<file path="src/rtl/ptc_pkg.sv">
// shared types and constants of the pressure and temperature compensation block
package ptc_pkg;

    localparam int NUM_STAGES = 11;
    localparam int RAW_W      = 24;
    localparam int COEFF_W    = 16;
    localparam int IN_W       = 2 * RAW_W;
    localparam int RES_W      = 32;
    localparam int OUT_W      = 2 * RES_W;
    localparam int CFG_IDX_W  = 3;

    // 20.00 C in 0.01 C steps
    localparam logic signed [19:0] TEMP_BASE   = 20'sd2000;
    // distance of the -15.00 C band edge below 20.00 C
    localparam logic signed [19:0] FRIGID_EDGE = 20'sd3500;

    typedef enum logic [CFG_IDX_W-1:0] {
        REG_SENS       = 3'd0,
        REG_OFF        = 3'd1,
        REG_SENS_TEMP  = 3'd2,
        REG_OFF_TEMP   = 3'd3,
        REG_REF_TEMP   = 3'd4,
        REG_TEMP_SLOPE = 3'd5
    } ptc_reg_t;

    typedef struct packed {
        logic [COEFF_W-1:0] sens;
        logic [COEFF_W-1:0] off;
        logic [COEFF_W-1:0] sens_temp;
        logic [COEFF_W-1:0] off_temp;
        logic [COEFF_W-1:0] ref_temp;
        logic [COEFF_W-1:0] temp_slope;
    } ptc_coeff_t;

endpackage

</file>
<file path="src/rtl/ptc_cfg_regs.sv">
// calibration coefficient registers with their write port
module ptc_cfg_regs (
    input  logic                                clk,
    input  logic                                rst_n,
    input  logic                                cfg_valid,
    output logic                                cfg_ready,
    input  logic [ptc_pkg::CFG_IDX_W-1:0]       cfg_index,
    input  logic [ptc_pkg::COEFF_W-1:0]         cfg_data,
    output ptc_pkg::ptc_coeff_t                 coeff
);
    import ptc_pkg::*;

    ptc_coeff_t coeff_reg;
    ptc_coeff_t coeff_next;

    assign cfg_ready = 1'b1;
    assign coeff     = coeff_reg;

    always_comb
    begin
        coeff_next = coeff_reg;
        if (cfg_valid)
        begin
            case (ptc_reg_t'(cfg_index))
                REG_SENS:       coeff_next.sens       = cfg_data;
                REG_OFF:        coeff_next.off        = cfg_data;
                REG_SENS_TEMP:  coeff_next.sens_temp  = cfg_data;
                REG_OFF_TEMP:   coeff_next.off_temp   = cfg_data;
                REG_REF_TEMP:   coeff_next.ref_temp   = cfg_data;
                REG_TEMP_SLOPE: coeff_next.temp_slope = cfg_data;
                // indexes past the list are dropped
                default:        coeff_next = coeff_reg;
            endcase
        end
    end

    always_ff @(posedge clk or negedge rst_n)
    begin
        if (!rst_n)
        begin
            coeff_reg <= '0;
        end
        else
        begin
            coeff_reg <= coeff_next;
        end
    end

endmodule

</file>
<file path="config.mk">
export PLATFORM = sky130hd
export DESIGN_NAME = ptc_cfg_regs
export DESIGN_NICKNAME = d
export VERILOG_FILES = /design/src/rtl/ptc_pkg.sv /design/src/rtl/ptc_cfg_regs.sv
export SDC_FILE = /design/constraint.sdc
export NUM_CORES = 1
export LEC_CHECK = 0
export BUFFER_PORTS_ARGS = -buffer_cell sky130_fd_sc_hd__buf_2
export CAP_MARGIN = 20
export CELL_PAD_IN_SITES_DETAIL_PLACEMENT = 0
export CELL_PAD_IN_SITES_GLOBAL_PLACEMENT = 1
export CORE_ASPECT_RATIO = 0.9
export CORE_MARGIN = 2
export CORE_UTILIZATION = 41
export DETAILED_ROUTE_END_ITERATION = 10
export MAX_ROUTING_LAYER = met4
export PLACE_DENSITY = 0.85
export SETUP_SLACK_MARGIN = 0.5
export SLEW_MARGIN = 20
export SYNTH_ARGS = -nofsm -noshare
export SYNTH_HDL_FRONTEND = slang
export SYNTH_SLANG_ARGS = --single-unit
</file>
<file path="constraint.sdc">
create_clock -name clk -period 0.9 [get_ports clk]
set_input_delay 0.09 -clock clk [delete_from_list [all_inputs] [get_ports clk]]
set_output_delay 0.09 -clock clk [all_outputs]
set_load 0.05 [all_outputs]
</file>
Word level (Yosys, flattened, before mapping)
Cells that the tools add are included.
Word-level totals
  bits in registers: 96
  input bits: 22
  output and inout bits: 97
  logic and storage cells: 18
Cells by class
  eq/ne operators: 5
  reduce and logical (&&, ||, !) cells: 7
Operators by type and width (count)
  $reduce_and A2 Y1: 6
  $eq A3 B2 Y1 const B: 2
  $eq A3 B3 Y1 const B: 2
  $eq A3 B1 Y1 const B: 1
  $logic_not A3 Y1: 1

Longest topological paths before layout
  depth after elaboration: 2
  depth in mapped cells: 5
  mapped depth without buffers: 2

Worst setup path before layout
Ideal clock, no wire load.
  path kind: input -> register
  from: input port cfg_index[0] in the netlist's numbering
  to: register coeff_reg, in the netlist coeff[80]
  library setup time: 0.125 ns
  data arrival time: 1.153 ns
  slack: -0.378 ns
  cell stages on the path: 4
  buffers on the path: 2
  cell sequence: buf_6 > nor4b_4 > buf_6 > mux2_2
On the way
  longest elaborated chain between the ends: 2
Ends and longest elaborated chain
  start: declaration: line ptc_cfg_regs.sv:7  | input logic [ptc_pkg::CFG_IDX_W-1:0] cfg_index,
  $logic_not A3 Y1: line ptc_cfg_regs.sv:24  | case (ptc_reg_t'(cfg_index))
  $reduce_and A2 Y1 (no line)
  end signal: assignment: line ptc_cfg_regs.sv:45  | coeff_reg <= coeff_next;
  end: declaration: line ptc_cfg_regs.sv:13  | ptc_coeff_t coeff_reg;
Every way passes these cells.
A chain may end at the register's enable or synchronous reset.

Worst setup path in the final report
  from: register coeff_reg, in the netlist coeff[28]
  to: output port coeff[28] in the netlist's numbering
RTL lines
  end: declaration: line ptc_cfg_regs.sv:9  | output ptc_pkg::ptc_coeff_t coeff
No word-level cell between the ends.

==> flow_summary.json <==
{
  "root_buffer": "clkbuf_8",
  "violations": "hold timing, setup timing",
  "post_drt_wl_per_cell_um": 22.9,
  "placedCellCount": 452,
  "max_freq_mhz": 938,
  "antenna_found_initial": 0,
  "worst_slack_ns": -0.166,
  "period_share_pct": 118,
  "hold_violations": 96,
  "post_route_cells_drive_above_1_share_pct": 97.5,
  "syn-instance-count": 210,
  "outcome": "finished with violations",
  "grt_usage_pct": 23.6,
  "grt_pass1_wl_um": 16700,
  "tritoncts": "yes",
  "cts.htree.levels": 3,
  "drcViolationCount": 0,
  "first_global_vias": 2719,
  "max-vdd-ir-drop_v": 0.00203,
  "instances_no_fill": 525,
  "max_cap_viol_count": 0,
  "fp-row-count": 32,
  "clock_latency_ns": 0.36,
  "diodes": 0,
  "synthTopCellsByArea": "dfrtp_1 65%, mux2_2 29%, buf_6 2.1%",
  "clock_path_buffers": 2,
  "multi_input_area_mm2": 0.00156,
  "crit_family": "flip-flops",
  "die-area_mm2": 0.00978,
  "post_dp_cell_area_mm2": 0.00485,
  "power_density_mw_per_mm2": 2750,
  "grt-ovfl-total": 0,
  "reg2regPathDepth": 3,
  "setup_viol": 128,
  "ios": 119,
  "post-route-util_pct": 76.3,
  "regArea_mm2": 0.00251,
  "largest_reg_flops": 96,
  "pwr-share-clk_pct": 16.6,
  "final_cell_area_mm2": 0.00660,
  "synth_cell_types": 12,
  "worst-path-buf-inv": 1,
  "area_growth_pct": 78.9,
  "cp-start-kind": "flip-flop",
  "crit_chain": "buf_6",
  "comb_power_share_pct": 48.8,
  "clk_pin_slew_ns": 0.10,
  "cpPeakStageDelay_ns": 0.45,
  "netlist_area_mm2": 0.00369,
  "leakagePower_nw": 3.12,
  "crit_type": "reg -> out",
  "wl_um": 12000,
  "grt_max_degree": 35,
  "synth_seq_area_share_pct": 65.1,
  "die_y_um": 94.0,
  "synth-seq-cells": 96,
  "layout_common_cells": "148 x buf_6, 94 x mux2_4, 87 x dfrtp_2, 17 x buf_2, 10 x clkbuf_8",
  "cts_inserted_buffers": 9,
  "core_mm2": 0.00865,
  "r2r_slack_ns": -0.15,
  "fillers": 486,
  "dp_hpwl_um": 5950,
  "switching_share_pct": 40.1,
  "syn_area_per_cell_um2": 17.6,
  "cts_num_sinks": 96,
  "worst_setup_path_end_kind": "output port",
  "critPathSlowestCell": "dfrtp_2",
  "min_period_ns": 1.07,
  "drtPass1Iterations": 4,
  "post-place-ws_ns": -0.380,
  "slew_violations": 0,
  "syn_nets": 232,
  "p_sw_mw": 7.28,
  "p_int_mw": 10.9,
  "synth.top_cell.area_share_pct": 65.1,
  "initial_core_util_pct": 42.7,
  "layout_commonest_cell": "buf_6",
  "gp_congestion": 0.736,
  "cp_max_fo": 2,
  "crit_required_ns": 0.81,
  "yosysWarnings": 0,
  "synth_top_cell_by_area": "dfrtp_1",
  "vias": 2572,
  "cp.depth": 1,
  "ant_nets": 0,
  "hp-class": "in -> async",
  "first_iter_violations": 66,
  "portBuffers": 117,
  "die_w_um": 104,
  "rsz0062_at_grt": "yes",
  "final_nets": 423,
  "hold_slack_ns": -0.421,
  "finClkSkew_ns": 0,
  "viasPerCell": 4.90,
  "pwr-share-seq_pct": 34.6,
  "arrival_ns": 0.98
}
-- synthesized netlist by cell type --
cell      instances
dfrtp_1          96
mux2_2           95
buf_6             7
and4bb_2          2
buf_2             2
nand4b_2          2
and4bb_1          1
buf_4             1
buf_8             1
conb_1            1
mux2_1            1
nor4b_4           1
-- cells by family (layout without fill, tap and decap cells) --
logic type    Yosys count  in the layout  share of synthesized area (%)
other cells             1              1                          0.102
flops                  96             96                           65.1
simple gates            6              6                           2.48
buf+inv                11            207                           3.02
mux                    96             96                           29.3
-- stage by stage --
stage / power [mW] / setup TNS [ns]
floorplan: 10.6 / -17.12
CTS: 17.3 / -13.75
detailed placement: 12.1 / -28.41
finish: 18.2 / -15.77
global placement: 12.1 / -26.72
global route: 18.8 / -19.97
-- per-layer routing --
metal | up-vias | global-route usage (%) | wire length, um
met5 | - | - | 0
met4 | 0 | 3.04 | 29
li1 | 1121 | - | -
met1 | 1343 | 29.8 | 5130
met3 | 5 | 8.39 | 760
met2 | 103 | 38.2 | 6100
-- path summary, 6_finish.rpt --
| kind | startpoint | to |
|---|---|---|
| setup / recovery | coeff[28] | coeff[28] |
| hold / removal | rst_n | coeff[24] |
| setup reg to reg | coeff[59] | coeff[59] |
| hold reg to reg | coeff[14] | coeff[14] |
| max in group asynchronous | rst_n | coeff[61] |
| min in group clk | cfg_data[3] | coeff[67] |
-- final cells by class --
type | instances | share of cell area (%)
Timing Repair Buffer | 191 | 32.9
Clock inverter | 6 | 1.10
Multi-Input combinational cell | 103 | 23.6
Tap cell | 119 | 2.26
Clock buffer | 10 | 2.08
Sequential cell | 96 | 38.0
-- what timing repair did --
action / 4_1_cts / 5_1_grt
cloned: 4 / 1
hold endpoints to repair: 96 / 96
pin swaps: 4 / 1
buffers inserted: 29 / 23
gates resized for setup: 267 / 42
endpoints found under the setup margin: 192 / 192
-- power groups by stage --
stage                     logic [mW]  registers [mW]  clock network (mW)
final                           8.87            6.30                3.02
after global placement          6.09            5.98                   0
after CTS                       8.11            6.20                3.04
after detailed placement        6.15            5.99                   0
after global routing            9.13            6.39                3.28
after floorplan                 1.25            9.40                   0
-- worst register-to-register path, stage by stage, from the launching register on --
cell	delay, ns
dfrtp_2	0.43
buf_6	0.12
buf_6	0.11
mux2_4	0.27
No activity file was read; power rests on OpenSTA's default activity.
